### src/rtl/slcfr_pkg.sv
`timescale 1ns / 1ps
`default_nettype none

package slcfr_pkg;

    localparam logic [7:0]  SOF_FIRST      = 8'h55;
    localparam logic [7:0]  SOF_SECOND     = 8'hAA;
    localparam logic [15:0] CRC_POLY       = 16'h1021;
    localparam logic [15:0] CRC_INIT       = 16'hFFFF;
    localparam logic [7:0]  LENGTH_CAP     = 8'd252;
    localparam logic [7:0]  MAX_LEN_RESET  = 8'd122;

    typedef enum logic [1:0] {
        KIND_TYPE     = 2'd0,
        KIND_PAYLOAD  = 2'd1,
        KIND_ACCEPTED = 2'd2,
        KIND_CRC_BAD  = 2'd3
    } kind_t;

    typedef struct packed {
        kind_t      kind;
        logic [7:0] data;
        logic [7:0] body_length;
        logic       last;
    } out_item_t;

    // one byte of crc16-ccitt, msb first
    function automatic logic [15:0] crc_byte(input logic [15:0] crc, input logic [7:0] b);
        logic [15:0] c;
        c = crc ^ {b, 8'h00};
        for (int i = 0; i < 8; i++)
        begin
            if (c[15])
                c = {c[14:0], 1'b0} ^ CRC_POLY;
            else
                c = {c[14:0], 1'b0};
        end
        return c;
    endfunction

endpackage

`default_nettype wire

### src/rtl/slcfr_out_skid.sv
`timescale 1ns / 1ps
`default_nettype none

module slcfr_out_skid
(
    input  wire                    clk,
    input  wire                    rst_n,
    input  wire                    push_valid,
    input  wire slcfr_pkg::out_item_t push_item,
    output logic                   push_ready,
    output logic                   m_valid,
    input  wire                    m_ready,
    output slcfr_pkg::out_item_t   m_item
);

    logic                 out_valid_reg;
    logic                 out_valid_next;
    slcfr_pkg::out_item_t out_reg;
    slcfr_pkg::out_item_t out_next;
    logic                 skid_valid_reg;
    logic                 skid_valid_next;
    slcfr_pkg::out_item_t skid_reg;
    slcfr_pkg::out_item_t skid_next;

    assign push_ready = !skid_valid_reg;
    assign m_valid    = out_valid_reg;
    assign m_item     = out_reg;

    always_comb
    begin
        out_valid_next  = out_valid_reg;
        out_next        = out_reg;
        skid_valid_next = skid_valid_reg;
        skid_next       = skid_reg;
        if (!out_valid_reg || m_ready)
        begin
            if (skid_valid_reg)
            begin
                out_valid_next  = 1'b1;
                out_next        = skid_reg;
                skid_valid_next = 1'b0;
            end
            else
            begin
                out_valid_next = push_valid;
                if (push_valid)
                    out_next = push_item;
            end
        end
        else if (push_valid)
        begin
            // output stalled: park the new request
            skid_valid_next = 1'b1;
            skid_next       = push_item;
        end
    end

    always_ff @(posedge clk or negedge rst_n)
    begin
        if (!rst_n)
        begin
            out_valid_reg  <= 1'b0;
            skid_valid_reg <= 1'b0;
        end
        else
        begin
            out_valid_reg  <= out_valid_next;
            skid_valid_reg <= skid_valid_next;
        end
    end

    always_ff @(posedge clk)
    begin
        out_reg  <= out_next;
        skid_reg <= skid_next;
    end

    a_skid_needs_out: assert property (@(posedge clk) disable iff (!rst_n)
        skid_valid_reg |-> out_valid_reg)
        else $error("skid holds a request while output register is empty");

    a_no_push_when_full: assert property (@(posedge clk) disable iff (!rst_n)
        skid_valid_reg |-> !(push_valid && push_ready))
        else $error("request taken while skid is full");

    a_skid_moves_up: assert property (@(posedge clk) disable iff (!rst_n)
        (skid_valid_reg && m_ready) |=> (out_valid_reg && out_reg == $past(skid_reg)
                                         && !skid_valid_reg))
        else $error("skid entry not moved to output register");

endmodule

`default_nettype wire

### src/rtl/sof_length_crc16_frame_receiver_top.sv
`timescale 1ns / 1ps
`default_nettype none

// Serial frame receiver: takes one received byte per request on the s_ side,
// hunts for the 0x55 0xAA start marker, reads a big-endian 16-bit body length,
// streams the type and payload bytes out on the m_ side and closes each frame
// with a verdict (accepted or crc mismatch, tlast high) after checking the
// big-endian crc16-ccitt over length and body. A body length of zero or above
// the configured maximum (capped at 252) drops the frame silently and swallows
// the next two bytes. One byte is taken every clock cycle while s_tready is high; its result,
// if any, goes into the output register, or into the skid entry while the output stalls. A two-entry output stage
// lets input continue while one result waits, so s_tready drops only when two
// results are pending. cfg_data writes the maximum body length (reset 122).
module sof_length_crc16_frame_receiver_top
(
    input  wire         clk,
    input  wire         rst_n,
    input  wire         s_tvalid,
    output logic        s_tready,
    input  wire  [7:0]  s_tdata,    // [7:0] rx_byte
    output logic        m_tvalid,
    input  wire         m_tready,
    output logic [15:0] m_tdata,    // [7:0] data, [15:8] body_length
    output logic [1:0]  m_tuser,    // [1:0] kind
    output logic        m_tlast,
    input  wire         cfg_valid,
    output logic        cfg_ready,
    input  wire  [7:0]  cfg_data
);

    typedef enum logic [8:0] {
        PH_HUNT0   = 9'b000000001,
        PH_HUNT1   = 9'b000000010,
        PH_LEN_HI  = 9'b000000100,
        PH_LEN_LO  = 9'b000001000,
        PH_TYPE    = 9'b000010000,
        PH_PAYLOAD = 9'b000100000,
        PH_CRC_HI  = 9'b001000000,
        PH_CRC_LO  = 9'b010000000,
        PH_SKIP    = 9'b100000000
    } phase_t;

    phase_t      phase_reg;
    phase_t      phase_next;
    logic [7:0]  max_len_reg;
    logic [7:0]  len_hi_reg;
    logic [7:0]  len_hi_next;
    logic [7:0]  len_reg;
    logic [7:0]  len_next;
    logic [7:0]  count_reg;
    logic [7:0]  count_next;
    logic [15:0] crc_reg;
    logic [15:0] crc_next;
    logic [7:0]  crc_hi_reg;
    logic [7:0]  crc_hi_next;
    logic        skip_reg;
    logic        skip_next;

    logic                 accept;
    logic                 push_valid;
    slcfr_pkg::out_item_t push_item;
    slcfr_pkg::out_item_t m_item;
    logic [7:0]           limit;
    logic [15:0]          crc_upd;

    assign accept    = s_tvalid && s_tready;
    assign cfg_ready = 1'b1;
    assign limit     = (max_len_reg > slcfr_pkg::LENGTH_CAP) ? slcfr_pkg::LENGTH_CAP
                                                              : max_len_reg;
    assign crc_upd   = slcfr_pkg::crc_byte(crc_reg, s_tdata);

    always_comb
    begin
        phase_next  = phase_reg;
        len_hi_next = len_hi_reg;
        len_next    = len_reg;
        count_next  = count_reg;
        crc_next    = crc_reg;
        crc_hi_next = crc_hi_reg;
        skip_next   = skip_reg;
        push_valid  = 1'b0;
        push_item.kind        = slcfr_pkg::KIND_TYPE;
        push_item.data        = s_tdata;
        push_item.body_length = 8'd0;
        push_item.last        = 1'b0;
        if (accept)
        begin
            unique case (phase_reg)
                PH_HUNT1:
                begin
                    if (s_tdata == slcfr_pkg::SOF_SECOND)
                    begin
                        crc_next   = slcfr_pkg::CRC_INIT;
                        phase_next = PH_LEN_HI;
                    end
                    else if (s_tdata != slcfr_pkg::SOF_FIRST)
                        phase_next = PH_HUNT0;
                end
                PH_LEN_HI:
                begin
                    len_hi_next = s_tdata;
                    crc_next    = crc_upd;
                    phase_next  = PH_LEN_LO;
                end
                PH_LEN_LO:
                begin
                    len_next = s_tdata;
                    crc_next = crc_upd;
                    // length above 255 fails on the high byte alone
                    if (len_hi_reg != 8'd0 || s_tdata == 8'd0 || s_tdata > limit)
                    begin
                        skip_next  = 1'b1;
                        phase_next = PH_SKIP;
                    end
                    else
                        phase_next = PH_TYPE;
                end
                PH_SKIP:
                begin
                    skip_next = 1'b0;
                    if (!skip_reg)
                        phase_next = PH_HUNT0;
                end
                PH_TYPE:
                begin
                    crc_next   = crc_upd;
                    count_next = 8'd1;
                    phase_next = (len_reg <= 8'd1) ? PH_CRC_HI : PH_PAYLOAD;
                    push_valid = 1'b1;
                end
                PH_PAYLOAD:
                begin
                    crc_next   = crc_upd;
                    count_next = count_reg + 8'd1;
                    if (count_next >= len_reg)
                        phase_next = PH_CRC_HI;
                    push_valid     = 1'b1;
                    push_item.kind = slcfr_pkg::KIND_PAYLOAD;
                end
                PH_CRC_HI:
                begin
                    crc_hi_next = s_tdata;
                    phase_next  = PH_CRC_LO;
                end
                PH_CRC_LO:
                begin
                    phase_next = PH_HUNT0;
                    push_valid = 1'b1;
                    push_item.kind = ({crc_hi_reg, s_tdata} == crc_reg)
                                     ? slcfr_pkg::KIND_ACCEPTED : slcfr_pkg::KIND_CRC_BAD;
                    push_item.data        = 8'd0;
                    push_item.body_length = len_reg;
                    push_item.last        = 1'b1;
                end
                default:
                begin
                    phase_next = (s_tdata == slcfr_pkg::SOF_FIRST) ? PH_HUNT1 : PH_HUNT0;
                end
            endcase
        end
    end

    always_ff @(posedge clk or negedge rst_n)
    begin
        if (!rst_n)
        begin
            phase_reg   <= PH_HUNT0;
            max_len_reg <= slcfr_pkg::MAX_LEN_RESET;
            len_hi_reg  <= 8'd0;
            len_reg     <= 8'd0;
            count_reg   <= 8'd0;
            crc_reg     <= slcfr_pkg::CRC_INIT;
            crc_hi_reg  <= 8'd0;
            skip_reg    <= 1'b0;
        end
        else
        begin
            phase_reg  <= phase_next;
            len_hi_reg <= len_hi_next;
            len_reg    <= len_next;
            count_reg  <= count_next;
            crc_reg    <= crc_next;
            crc_hi_reg <= crc_hi_next;
            skip_reg   <= skip_next;
            if (cfg_valid && cfg_ready)
                max_len_reg <= cfg_data;
        end
    end

    slcfr_out_skid u_out
    (
        .clk        (clk),
        .rst_n      (rst_n),
        .push_valid (push_valid),
        .push_item  (push_item),
        .push_ready (s_tready),
        .m_valid    (m_tvalid),
        .m_ready    (m_tready),
        .m_item     (m_item)
    );

    assign m_tdata = {m_item.body_length, m_item.data};
    assign m_tuser = m_item.kind;
    assign m_tlast = m_item.last;

endmodule

`default_nettype wire

### config.mk
export PLATFORM = sky130hd
export DESIGN_NAME = sof_length_crc16_frame_receiver_top
export DESIGN_NICKNAME = d
export VERILOG_FILES = /design/src/rtl/slcfr_pkg.sv /design/src/rtl/slcfr_out_skid.sv /design/src/rtl/sof_length_crc16_frame_receiver_top.sv
export SDC_FILE = /design/constraint.sdc
export NUM_CORES = 1
export LEC_CHECK = 0
export ABC_CLOCK_PERIOD_IN_PS = 8900
export BUFFER_PORTS_ARGS = -buffer_cell sky130_fd_sc_hd__buf_4
export CORE_MARGIN = 4
export CORE_UTILIZATION = 34
export DETAILED_ROUTE_END_ITERATION = 16
export RECOVER_POWER = 25
export SYNTH_ARGS = -nofsm -noshare
export SYNTH_HDL_FRONTEND = slang
export SYNTH_HIERARCHICAL = 1
export SYNTH_SLANG_ARGS = --single-unit
export TNS_END_PERCENT = 20
### constraint.sdc
create_clock -name clk -period 8.9 [get_ports clk]
set_clock_uncertainty 0.1 [all_clocks]
set_input_delay 0.445 -clock clk [delete_from_list [all_inputs] [get_ports clk]]
set_output_delay 0.445 -clock clk [all_outputs]
set_load 0.02 [all_outputs]
; ---- After elaboration in Yosys (flattened, before gate mapping)
; Cells that the tools add are included.
[word_totals]
register_bits = 106
out_inout_bits = 22
elab_cells = 107
[classes]
n_addsub = 1
n_lt_le_gt_ge = 4
eq_ne = 17
muxes = 33
bitwise_logic = 10
reduce_logical = 24
[ops]
columns = operator, n
row1 = two-way mux 13 bit, 8
row2 = one-hot mux 9 bit (8 select lines), 1
row3 = two-way mux 19 bit, 3
row4 = two-way mux 9 bit, 5
row5 = one-hot mux 16 bit (2 select lines), 1
row6 = inverter 3 bit, 8
row7 = two-way mux 17 bit, 1
row8 = == test 16 bit, 1
row9 = two-way mux 16 bit, 1
row10 = one-hot mux 8 bit (2 select lines), 1
row11 = bitwise XOR 16 bit, 1
row12 = AND reduction 2 bit, 6
row13 = nonzero test 2 bit, 5
row14 = "== test 9 x 2 -> 1 bit, second input constant", 1
row15 = "== test 9 x 3 -> 1 bit, second input constant", 1
row16 = "== test 9 x 4 -> 1 bit, second input constant", 1
row17 = "== test 9 x 5 -> 1 bit, second input constant", 1
row18 = "== test 9 x 6 -> 1 bit, second input constant", 1
row19 = "== test 9 x 7 -> 1 bit, second input constant", 1
row20 = "== test 9 x 8 -> 1 bit, second input constant", 1
row21 = "== test 9 bit, second input constant", 1
row22 = "adder 8 x 1 -> 8 bit, second input constant", 1
row23 = "== test 8 x 7 -> 1 bit, second input constant", 1
row24 = "== test 8 bit, second input constant", 1
row25 = 23 further kinds, 36

; ---- Logic depth before layout (Yosys ltp)
; Gate-level depths: netlist (run 1).
[logic_depth]
depth_word = 18
depth_mapped = 11
mapped_depth_nobuf = 10

; ---- By module
; The synthesis (run 1) kept the hierarchy.
[by_module_without_submodules]
columns = mod, n_inst, cells_each, area_each_um2, seq_area_each_um2
row1 = sof_length_crc16_frame_receiver_top, 1, 388, 3988.8, 1679.1
row2 = slcfr_out_skid, 1, 69, 1531.5, 1191.1

; ---- Least setup slack after synthesis (run 1)
; No wires, ideal clock.
[synth_path]
kind = flip-flop to flip-flop
from = register phase_reg[2]
to = register u_out.out_reg (netlist bit u_out/m_item[0]) (enable)
setup_ns = 0.401
t_arrival_ns = 2.778
required_ns = 8.399
setup_slack_ns = 5.620
stages_incl_launch_ff = 8
n_path_buf = 1
period_less_slack_ns = 3.280
cell_sequence = dfrtp_1 > or4_4 > nor3_1 > nand4b_1 > clkbuf_1 > nand2_1 > nor2_1 > a21oi_1
[synth_via]
elab_chain_len = 6
elab_cells_between_ends = 8
[synth_rtl]
columns = element, line_no
row1 = start: declaration, sof_length_crc16_frame_receiver_top.sv:43  ; phase_t phase_reg;
row2 = start signal: assignment, sof_length_crc16_frame_receiver_top.sv:178  ; phase_reg <= phase_next;
row3 = == test 9 x 8 -> 1 bit (tied with other cells), sof_length_crc16_frame_receiver_top.sv:88  ; unique case (phase_reg)
row4 = OR reduction 3 bit (no line) (*), n/a
row5 = two-way mux 1 bit (*), sof_length_crc16_frame_receiver_top.sv:88
row6 = two-way mux 1 bit (*), sof_length_crc16_frame_receiver_top.sv:86  ; if (accept)
row7 = named net push_valid, sof_length_crc16_frame_receiver_top.sv:60  ; logic push_valid;
row8 = nonzero test 2 bit (no line) (*), n/a
row9 = AND reduction 2 bit (no line) (*), n/a
row10 = end signal: assignment, slcfr_out_skid.sv:74  ; out_reg <= out_next;
row11 = end: declaration, slcfr_out_skid.sv:18  ; slcfr_pkg::out_item_t out_reg;
; The timed path passes the listed nets; every way through them passes the cells marked *.
; A chain may end at the register's enable or synchronous reset.

; ---- Worst setup path in the final report (run 1)
[layout_path]
from = register u_out.skid_valid_reg
to = register u_out/skid_reg[11] (netlist name) (enable)
[layout_via]
elab_chain_len = 4
[layout_rtl]
columns = element, line_no
row1 = start: declaration, slcfr_out_skid.sv:20  ; logic skid_valid_reg;
row2 = start signal: assignment, slcfr_out_skid.sv:68  ; skid_valid_reg <= skid_valid_next;
row3 = logical NOT 1 bit, slcfr_out_skid.sv:25  ; assign push_ready = !skid_valid_reg;
row4 = logical AND 1 bit, sof_length_crc16_frame_receiver_top.sv:66  ; assign accept = s_tvalid && s_tready;
row5 = two-way mux 1 bit, sof_length_crc16_frame_receiver_top.sv:86
row6 = named net push_valid, sof_length_crc16_frame_receiver_top.sv:60
row7 = AND reduction 2 bit (no line), n/a
row8 = end signal: assignment, slcfr_out_skid.sv:75  ; skid_reg <= skid_next;
row9 = end: declaration, slcfr_out_skid.sv:22  ; slcfr_pkg::out_item_t skid_reg;
; The timed path passes the listed nets, and every way through them passes these cells.

==> results.txt, run 1 <==
----------------------------------------------------
[Timing]
  Fin worst setup slack ... 5.31 ns
  RSZ-0062 raised after global routing ... false
  Slew Limit Headroom ... -1.40
  Final number of setup-violating endpoints ... 0
  Crit path time final ... 3.59 ns
  Tightest Pin Transition ... 3.59 ns
  Slew Limit Fails ... 69
  Total negative setup slack ... 0 ns
  Share of the cycle needed by the critical path after routing ... 0.403
  Min Hold Slack ... 0.201 ns
  Count of endpoints failing hold in the final timing report ... 0
  Highest achievable clock rate ... 279 MHz

[Placed design]
  Detailed Place HPWL ... 8430 microns
  Placed Cells incl. Taps ... 693
  Final RePlAce weighted congestion ... 0.808
  Placement Cell Area ... 5970 sq um
  Number of buffers inserted by port buffering ... 41
  Worst setup slack after placement ... 5.26 ns

[Cells and area]
  Number of filler cells placed in the layout ... 1574
  Nets ... 526
  Layout overhead on the synthesized area ... 13.2%
  Ratio of cells with drive above 1 in the final layout ... 0.258
  # diodes ... 0
  Util after Layout ... 0.393
  Total non-filler cell area in the finished layout ... 6250 sq um
  Non-Filler Instances ... 709

[Worst setup path]
  Setup slack, reg-to-reg ... 5.31 ns
  Worst setup EP type ... flop
  Maximum fanout count along the critical path ... 21
  Critical path data required time ... 8.78 ns
  Startpoint Class ... flop
  Worst Path Arrival ... 3.47 ns
  Kind of critical path ... flop to flop

[Clock network]
  Clock buffer depth ... 2
  Number of gates resized after CTS ... 0
  CTS tree ... done
  H-tree lvl count ... 3
  Clock insertion delay at the later pin of the skew report ... 0.36 ns
  Post-CTS Setup Bufs ... 0
  Clock slew at reported path FFs ... 0.07 ns
  TritonCTS buffer count ... 9
  Total number of clock tree sinks ... 106
  Number of hold buffers added after CTS ... 0
  Root Driver ... clkbuf_16

[Logic synthesis]
  Syn Nets ... 495
  Area share of the largest cell type after synthesis ... 0.209
  Count of distinct cell types in the synthesized netlist ... 56
  Synthesized area per cell ... 12.1 sq um
  Number of enable-type register cells in the synthesized netlist ... 38
  Sequential share of the synthesized area ... 0.520
  Cell types with the largest area share after synthesis ... dfrtp_1, edfxtp_1, dfstp_2, xnor2_1, mux2_4
  Yosys warning total ... 6
  Register bit count reported by yosys ... 106
  Share of async-settable or async-resettable flops after synthesis ... 0.642
  Synthesized instance count ... 457
  Synth cell count leaders ... dfrtp_1, edfxtp_1, xnor2_1, o21ai_0
  Most common cell in the synthesized netlist ... dfrtp_1
  Cell accounting for the most synthesized area ... dfrtp_1
  Most used flip-flop cell after synthesis ... dfrtp_1
  Post-synthesis instance area ... 5520 sq um

[Outcome]
  Violated checks ... capacitance limit, slew limit
  Result of the run ... finished with violations

[Power and ir drop]
  Design Power ... 0.947 mW
  Power density relative to cell area ... 151 nW/um^2
  Leakage Power ... 2.58 nW
  Maximum ir drop on the vdd rail ... 97.9 uV

[Route]
  Avg WL per Cell ... 16.2 microns
  Routed Wire Length ... 11500 microns
  Drt via density ... 5.02
  Detailed router's first-iteration violation count ... 220
  DRT antenna net count ... 0
  DRC violations left ... 0
  Via count of the routed design ... 3558
  TritonRoute pass-1 iters ... 4

[Floorplan]
  Die outline area ... 18300 sq um
  Number of rows created at floorplan ... 46
  Total core area ... 15900 sq um
  Effective utilization at floorplan ... 0.348
  Y dimension of the die ... 135 microns
  Die Wd ... 135 microns
  Io pins ... 43

[Job]
  Max-cap violations ... 1

[GRT]
  Largest net degree at the start of global routing ... 69
  All-layer global routing usage ... 0.134
  Overflow left after global routing ... 0
  Number of antenna violations at the first check in global routing ... 0
  Wire length of the first global-routing pass ... 19200 microns
  Via count of the first global-routing pass ... 3639

[Min path]
  Hold Path Class ... primary input to flop

----------------------------------------------------
## per-layer routing
layer / vias to the layer above / global-route usage / part of all wire
li1: 1722 / - / -
met1: 1745 / 0.185 / 0.49
met2: 80 / 0.207 / 0.45
met3: 11 / 0.0405 / 0.044
met4: 0 / 0.0325 / 0.015
met5: - / 0 / 0
## final cells by class
| type | instances | area [sq um] | area share |
|---|---|---|---|
| multi-input cells | 310 | 2450 | 0.392 |
| clock buffers | 10 | 229 | 0.0366 |
| inverters | 19 | 71.3 | 0.0114 |
| well taps | 216 | 270 | 0.0433 |
| repair buffers | 42 | 312 | 0.0499 |
| flip-flops and latches | 106 | 2870 | 0.459 |
| clock inverters | 6 | 48.8 | 0.00781 |
## final timing paths
| check | cells after the start | from | end |
|---|---|---|---|
| worst min-delay path | 3 | cfg_data[7] | max_len_reg[7] |
| min in group asynchronous | 1 | rst_n | len_hi_reg[2] |
| worst min register to register | 1 | skip_reg | skip_reg |
| max in group asynchronous | 1 | rst_n | crc_hi_reg[6] |
| worst max-delay path | 5 | u_out/skid_valid_reg | u_out/skid_reg[11] |
| worst max register to register | 5 | u_out/skid_valid_reg | u_out/skid_reg[11] |
## critical path, stage by stage, from the launching register on
cell,delay [ns]
dfrtp_1,0.78
inv_1,0.29
and2_1,0.43
nand4b_1,0.63
nand2_1,0.24
and3_1,0.73
## cell usage in the layout, fill, tap and decap left out, types with 4 or more instances in the layout
cell type,Yosys,layout
mux2_2,20,20
mux2_4,20,20
xnor2_1,36,36
dfstp_2,22,19
dfrtp_1,46,46
nand2b_1,5,5
nor4_1,5,5
a2bb2oi_1,6,6
a21oi_1,5,5
nand2_1,22,22
or4_1,4,4
edfxtp_1,38,38
ha_1,17,17
and2_1,9,9
o31ai_1,6,6
o21a_1,12,12
clkbuf_16,0,9
nor2_1,17,17
o21ai_0,33,33
nand4_1,12,12
a22o_1,5,5
buf_4,4,41
nand3_1,14,14
inv_1,19,19
xor2_1,13,13
or3_1,6,6
## power breakdown
group,internal [mW],switching [mW],total [mW],leakage (nW)
combinational,0.0252,0.0380,0.0632,1.28
sequential,0.509,0.00227,0.512,1.17
clock,0.193,0.179,0.372,0.131
## kinds of logic after synthesis
logic type               count (synthesis)  synth area share
flip-flops                             106             0.520
adder cells (fa/ha/maj)                 17            0.0385
buffers and inverters                   41            0.0367
AO/OA/AOI/OAI                           85             0.108
XOR/XNOR                                49            0.0777
other                                    1          0.000679
AND/OR/NAND/NOR                        118             0.123
multiplexers                            40            0.0952
No activity file was read; power rests on OpenSTA's default activity.
==> run 2, diff against run 1 <==
- ABC_CLOCK_PERIOD_IN_PS: 8900 -> 3600
- clock period: 8.9 -> 3.6 ns (I/O delays scaled with it)
==> results.txt, run 2 (same netlist as run 1, synthesis figures left out) <==
----------------------------------------------------
[Timing]
  RSZ-0062 raised after global routing ... false
  Crit path time final ... 3.09 ns (-0.494 ns)
  Count of endpoints failing hold in the final timing report ... 0 (unchanged)
  Total negative setup slack ... 0 ns (unchanged)
  Tightest Pin Transition ... 1.74 ns (-1.86 ns)
  Slew Limit Fails ... 69 (unchanged)
  Slew Limit Headroom ... -0.159 (+1.24)
  Share of the cycle needed by the critical path after routing ... 0.859 (+0.456)
  Min Hold Slack ... 0.0121 ns (-0.189 ns)
  Highest achievable clock rate ... 323 MHz (+16%)
  Final number of setup-violating endpoints ... 0 (unchanged)
  Fin worst setup slack ... 0.508 ns (-4.81 ns)

[GRT]
  Via count of the first global-routing pass ... 3665 (+0.71%)
  Overflow left after global routing ... 0 (unchanged)
  Wire length of the first global-routing pass ... 19300 microns (+0.79%)
  Largest net degree at the start of global routing ... 69 (unchanged)
  Number of antenna violations at the first check in global routing ... 0 (unchanged)
  All-layer global routing usage ... 0.135 (+0.00127)

[Power and ir drop]
  Leakage Power ... 2.59 nW (+0.48%)
  Power density relative to cell area ... 373 nW/um^2 (+150%)
  Maximum ir drop on the vdd rail ... 229 uV (+130%)

[Clock network]
  Total number of clock tree sinks ... 106 (unchanged)
  CTS tree ... done
  Post-CTS Setup Bufs ... 0 (unchanged)
  Clock insertion delay at the later pin of the skew report ... 0.35 ns (about the same)
  Root Driver ... clkbuf_16
  TritonCTS buffer count ... 9 (unchanged)
  Clock slew at reported path FFs ... 0.07 ns (about the same)
  Clock buffer depth ... 2 (unchanged)
  H-tree lvl count ... 3 (unchanged)

[Route]
  DRC violations left ... 0 (unchanged)
  Avg WL per Cell ... 16.3 microns (+0.51%)
  Detailed router's first-iteration violation count ... 213 (-3.2%)
  Via count of the routed design ... 3615 (+1.6%)
  TritonRoute pass-1 iters ... 4 (unchanged)
  Drt via density ... 4.98 (-0.78%)
  Routed Wire Length ... 11800 microns (+2.9%)
  DRT antenna net count ... 0 (unchanged)

[Placed design]
  Number of buffers inserted by port buffering ... 41 (unchanged)
  Placed Cells incl. Taps ... 697 (+0.58%)
  Worst setup slack after placement ... 0.544 ns (-4.72 ns)
  Detailed Place HPWL ... 8390 microns (-0.42%)
  Final RePlAce weighted congestion ... 0.801 (-0.93%)

[Cells and area]
  Ratio of cells with drive above 1 in the final layout ... 0.224 (-0.0341)
  Layout overhead on the synthesized area ... 14.6%
  Non-Filler Instances ... 726 (+2.4%)
  Leading cell types in the layout, fill and taps excluded ... dfrtp_1, edfxtp_1, xnor2_1, o21ai_0
  Nets ... 543 (+3.2%)
  Most common library cell in the layout ignoring fill and taps ... dfrtp_1
  Number of filler cells placed in the layout ... 1572 (-0.13%)
  # diodes ... 0 (unchanged)

[Outcome]
  Violated checks ... capacitance limit, slew limit
  Result of the run ... finished with violations

[Floorplan]
  Y dimension of the die ... 135 microns (unchanged)
  Die Wd ... 135 microns (unchanged)
  Effective utilization at floorplan ... 0.348 (unchanged)
  Die outline area ... 18300 sq um (unchanged)
  Io pins ... 43 (unchanged)
  Total core area ... 15900 sq um (unchanged)
  Number of rows created at floorplan ... 46 (unchanged)

[Worst setup path]
  Worst Path Arrival ... 3.23 ns (-0.24 ns)
  Setup slack, reg-to-reg ... 0.51 ns (-4.81 ns)
  Maximum fanout count along the critical path ... 9 (-57%)
  Startpoint of the lowest-slack register-to-register path ... count_reg[0]
  Worst setup EP type ... flop
  Kind of critical path ... flop to flop
  First element of the critical path ... count_reg[0]
  Worst Reg-to-Reg Cells ... 10 (+5)
  Startpoint Class ... flop
  Terminus of the critical flop-to-flop path ... phase_reg[5]
  Critical path data required time ... 3.74 ns (-5.04 ns)

[Job]
  Max-cap violations ... 1 (unchanged)

[Min path]
  Endpoint, Worst Hold ... max_len_reg[7]
  WHS Path Cells ... 2 (-1)
  Origin of the worst min-delay path ... cfg_valid
  Hold Path Class ... primary input to flop

----------------------------------------------------
[run 2: cell count changes in the layout (fill, tap and decap cells not counted), moves of 3 or more]
cell           previous run  this run
buf_4                    41        21
clkbuf_1                  2        22
dlygate4sd3_1             0        13
clkbuf_4                  0         4
dfstp_1                   3         0
dfstp_2                  19        22
[run 2: worst max-delay path by stage]
stage,cells past startpoint,slack (ns),endpoint
global route,10,0.33,phase_reg[6]
global placement,10,0.61,phase_reg[6]
finish,10,0.51,phase_reg[5]
floorplan,7,0.32,u_out/m_item[0]
CTS,10,0.51,phase_reg[5]
detailed placement,10,0.54,phase_reg[5]
[run 2: where the power goes]
part	internal, mW	switching (mW)	leakage (nW)
logic	0.0735	0.0984	1.29
registers	1.26	0.00562	1.18
clock network	0.475	0.446	0.131
[run 2: cell type report]
type,count,area [sq um],area share
sequential,106,2870,0.454
multi-input combinational,310,2450,0.387
timing repair buffer,59,398,0.0629
tap,216,270,0.0427
clock buffer,11,233,0.0368
inverter,19,71.3,0.0113
clock inverter,5,38.8,0.00613
[run 2: through the flow]
stage	power (mW)	area, sq um	utilization
after floorplan	1.39	5520	-
after global placement	1.45	6000	0.378
after detailed placement	1.45	6000	0.378
after CTS	2.39	6410	0.403
after global routing	2.46	6330	0.398
final	2.36	6330	0.398
[run 2: timing repair]
| action | 4_1_cts | 5_1_grt |
|---|---|---|
| gates resized for setup | 0 | 0 |
| hold endpoints to repair | 54 | 0 |
| hold buffers | 13 | 0 |
[run 2: critical path, stage by stage (launching register included)]
cell,delay (ns)
dfrtp_1,0.43
ha_1,0.25
nand3_1,0.14
nor2_1,0.15
xor2_1,0.20
ha_1,0.29
a21oi_1,0.16
a21boi_0,0.15
a311oi_4,0.39
or2_1,0.37
mux2_4,0.33
[run 2: per-layer routing]
| layer | GRT usage | vias up | share of wire |
|---|---|---|---|
| met5 | 0 | - | 0 |
| met1 | 0.179 | 1781 | 0.48 |
| li1 | - | 1751 | - |
| met3 | 0.0323 | 13 | 0.036 |
| met2 | 0.220 | 70 | 0.47 |
| met4 | 0.0420 | 0 | 0.015 |
==> run 3, diff against run 2 <==
- ABC_CLOCK_PERIOD_IN_PS: 3600 -> 3300
- SYNTH_HIERARCHICAL: 1 -> default
- clock period: 3.6 -> 3.3 ns (I/O delays scaled with it)
==> results.txt, run 3 <==
----------------------------------------------------
[Outcome]
  Result of the run ... finished with violations
  Violated checks ... capacitance limit, slew limit

[Clock network]
  Number of gates resized after CTS ... 0 (unchanged)
  H-tree lvl count ... 3 (unchanged)
  Clock insertion delay at the later pin of the skew report ... 0.35 ns (about the same)
  TritonCTS buffer count ... 9 (unchanged)
  Clock slew at reported path FFs ... 0.07 ns (about the same)
  Post-CTS Setup Bufs ... 0 (unchanged)
  Number of hold buffers added after CTS ... 16 (+3)
  CTS tree ... done
  Root Driver ... clkbuf_16
  Total number of clock tree sinks ... 104 (-1.9%)
  Clock buffer depth ... 2 (unchanged)

[Floorplan]
  Y dimension of the die ... 133 microns (-1.8%)
  Number of rows created at floorplan ... 45 (-2.2%)
  Die Wd ... 133 microns (-1.8%)
  Total core area ... 15300 sq um (-3.9%)
  Die outline area ... 17700 sq um (-3.6%)
  Io pins ... 43 (unchanged)
  Effective utilization at floorplan ... 0.348 (+0.000500)

[Worst setup path]
  Startpoint Class ... flop
  Kind of critical path ... flop to flop
  Worst Path Arrival ... 3.03 ns (-0.20 ns)
  Critical path data required time ... 3.44 ns (-0.30 ns)
  Maximum fanout count along the critical path ... 6 (-3)
  Worst setup EP type ... flop

[Power and ir drop]
  Maximum ir drop on the vdd rail ... 296 uV (+29%)
  Int Power ... 2.08 mW (+15%)
  Proportion of power drawn by the clock network ... 0.401 (+0.011)
  Leakage Power ... 2.68 nW (+3.3%)
  Net switching share of the total power ... 0.234 (+0.000747)
  Comb pwr share ... 0.088 (+0.015)
  Seq pwr share ... 0.511 (-0.026)
  Power dissipated by switching net loads ... 0.634 mW (+15%)
  Power density relative to cell area ... 437 nW/um^2 (+17%)

[Logic synthesis]
  Share of async-settable or async-resettable flops after synthesis ... 0.654 (+0.0123)
  Count of distinct cell types in the synthesized netlist ... 55 (-1.8%)
  Syn Nets ... 493 (-0.40%)
  Cell accounting for the most synthesized area ... dfrtp_1
  Area share of the largest cell type after synthesis ... 0.217 (+0.00825)
  Yosys warning total ... 0 (-6)
  Register bit count reported by yosys ... 104 (-1.9%)
  Sequential share of the synthesized area ... 0.529 (+0.00927)
  Synth cell count leaders ... dfrtp_1, edfxtp_1, nand2_1, xnor2_1, o21ai_0
  Number of enable-type register cells in the synthesized netlist ... 36 (-5.3%)
  Post-synthesis instance area ... 5310 sq um (-3.8%)
  Most used flip-flop cell after synthesis ... dfrtp_1
  Most common cell in the synthesized netlist ... dfrtp_1
  Synthesized area per cell ... 11.7 sq um (-3.4%)
  Synthesized instance count ... 455 (-0.44%)
  Cell types with the largest area share after synthesis ... dfrtp_1, edfxtp_1, dfstp_2, xnor2_1, mux2_2

[Placed design]
  Detailed Place HPWL ... 8090 microns (-3.6%)
  Final RePlAce weighted congestion ... 0.889 (+11%)
  Placed Cells incl. Taps ... 692 (-0.72%)
  Number of buffers inserted by port buffering ... 41 (unchanged)

[Cells and area]
  # diodes ... 0 (unchanged)
  Non-Filler Instances ... 724 (-0.28%)
  Leading cell types in the layout, fill and taps excluded ... dfrtp_1, edfxtp_1, nand2_1, xnor2_1, o21ai_0
  Ratio of cells with drive above 1 in the final layout ... 0.220 (-0.00326)
  Nets ... 546 (+0.55%)
  Util after Layout ... 0.406 (+0.00784)
  Layout overhead on the synthesized area ... 16.7%
  Most common library cell in the layout ignoring fill and taps ... dfrtp_1

[Timing]
  Final number of setup-violating endpoints ... 0 (unchanged)
  Tightest Pin Transition ... 1.68 ns (-0.0594 ns)
  Share of the cycle needed by the critical path after routing ... 0.876 (+0.0176)
  RSZ-0062 raised after global routing ... false
  Total negative setup slack ... 0 ns (unchanged)
  Crit path time final ... 2.89 ns (-0.200 ns)
  Highest achievable clock rate ... 346 MHz (+6.9%)
  Slew Limit Headroom ... -0.119 (+0.0396)
  Slew Limit Fails ... 69 (unchanged)
  Count of endpoints failing hold in the final timing report ... 0 (unchanged)

[Route]
  Drt via density ... 4.93 (-1.1%)
  Routed Wire Length ... 11600 microns (-1.9%)
  Avg WL per Cell ... 16.0 microns (-1.6%)
  Detailed router's first-iteration violation count ... 187 (-12%)
  TritonRoute pass-1 iters ... 4 (unchanged)
  DRT antenna net count ... 0 (unchanged)
  DRC violations left ... 0 (unchanged)
  Via count of the routed design ... 3567 (-1.3%)

[GRT]
  All-layer global routing usage ... 0.137 (+0.00155)
  Largest net degree at the start of global routing ... 69 (unchanged)
  Overflow left after global routing ... 0 (unchanged)
  Wire length of the first global-routing pass ... 19300 microns (-0.42%)
  Via count of the first global-routing pass ... 3707 (+1.1%)
  Number of antenna violations at the first check in global routing ... 0 (unchanged)

[Min path]
  Hold Path Class ... primary input to flop

[Job]
  Max-cap violations ... 1 (unchanged)

----------------------------------------------------
[run 3: changes by cell type after synthesis, moves of 6 or more]
cell and delta:
and2_1 -7, xnor2_1 -7, and2_4 +7, a2bb2oi_1 -6
xor2_1 +7, or3_1 -6, mux2_4 -13, o22a_1 +16
a21o_1 +9, nand3_1 -8, nand2_1 +13, o21a_1 -10
[run 3: logic make-up after synthesis]
family	Yosys count	synth area share
flops	104	0.529
compound gates	87	0.112
mux	32	0.0721
fa+ha+maj	17	0.0401
simple gates	117	0.123
buf+inv	48	0.0417
other cells	1	0.000706
xor+xnor	49	0.0808
[run 3: layout make-up]
| type | instances | area [sq um] |
|---|---|---|
| repair buffers | 65 | 450 |
| fillers | 1454 | 9060 |
| flip-flops and latches | 104 | 2810 |
| inverters | 25 | 93.8 |
| multi-input cells | 303 | 2280 |
| clock buffers | 9 | 225 |
| well taps | 211 | 264 |
| clock inverters | 7 | 76.3 |
[run 3: path summary, 6_finish.rpt]
| path | startpoint | end | slack (ns) | cells past startpoint |
|---|---|---|---|---|
| max in group asynchronous | rst_n | crc_hi_reg[3] | 1.41 | 2 |
| min | cfg_valid | max_len_reg[2] | 0.01 | 2 |
| max | count_reg[0] | phase_reg[4] | 0.41 | 10 |
| max reg2reg | count_reg[0] | phase_reg[4] | 0.41 | 10 |
| min in group asynchronous | rst_n | len_hi_reg[1] | 0.69 | 2 |
| min reg2reg | len_hi_reg[0] | len_hi_reg[0] | 0.41 | 1 |
[run 3: metrics by stage]
step                      hold WS [ns]  area [sq um]  worst slack (ns)  power, mW
final                           0.0116          6200             0.408       2.71
after global routing            0.0121          6200             0.286       2.83
after CTS                      0.00209          6280             0.425       2.75
after detailed placement         0.239          5810             0.450       1.63
after global placement           0.225          5810             0.493       1.62
after floorplan                 -0.231          5310             0.288       1.55
[run 3: power by group through the flow]
stage,clock (mW),combinational (mW),sequential [mW]
after floorplan,0,0.148,1.41
after global placement,0,0.215,1.41
after CTS,1.13,0.241,1.39
after detailed placement,0,0.221,1.41
after global routing,1.18,0.266,1.39
final,1.09,0.238,1.39
[run 3: metal layers]
metal	global-route usage	up-vias	routed length, microns
li1	-	1720	-
met3	0.0365	13	599
met5	0	-	0
met2	0.212	105	5310
met1	0.188	1729	5530
met4	0.0416	0	178
[run 3: critical path, cell delays in order (launching register included)]
cell	delay, ns
dfrtp_1	0.44
and3_1	0.21
and3_1	0.19
and3_1	0.19
xor2_1	0.15
ha_1	0.29
nand4_1	0.10
a211o_1	0.26
a31oi_2	0.29
buf_4	0.22
mux2_2	0.33
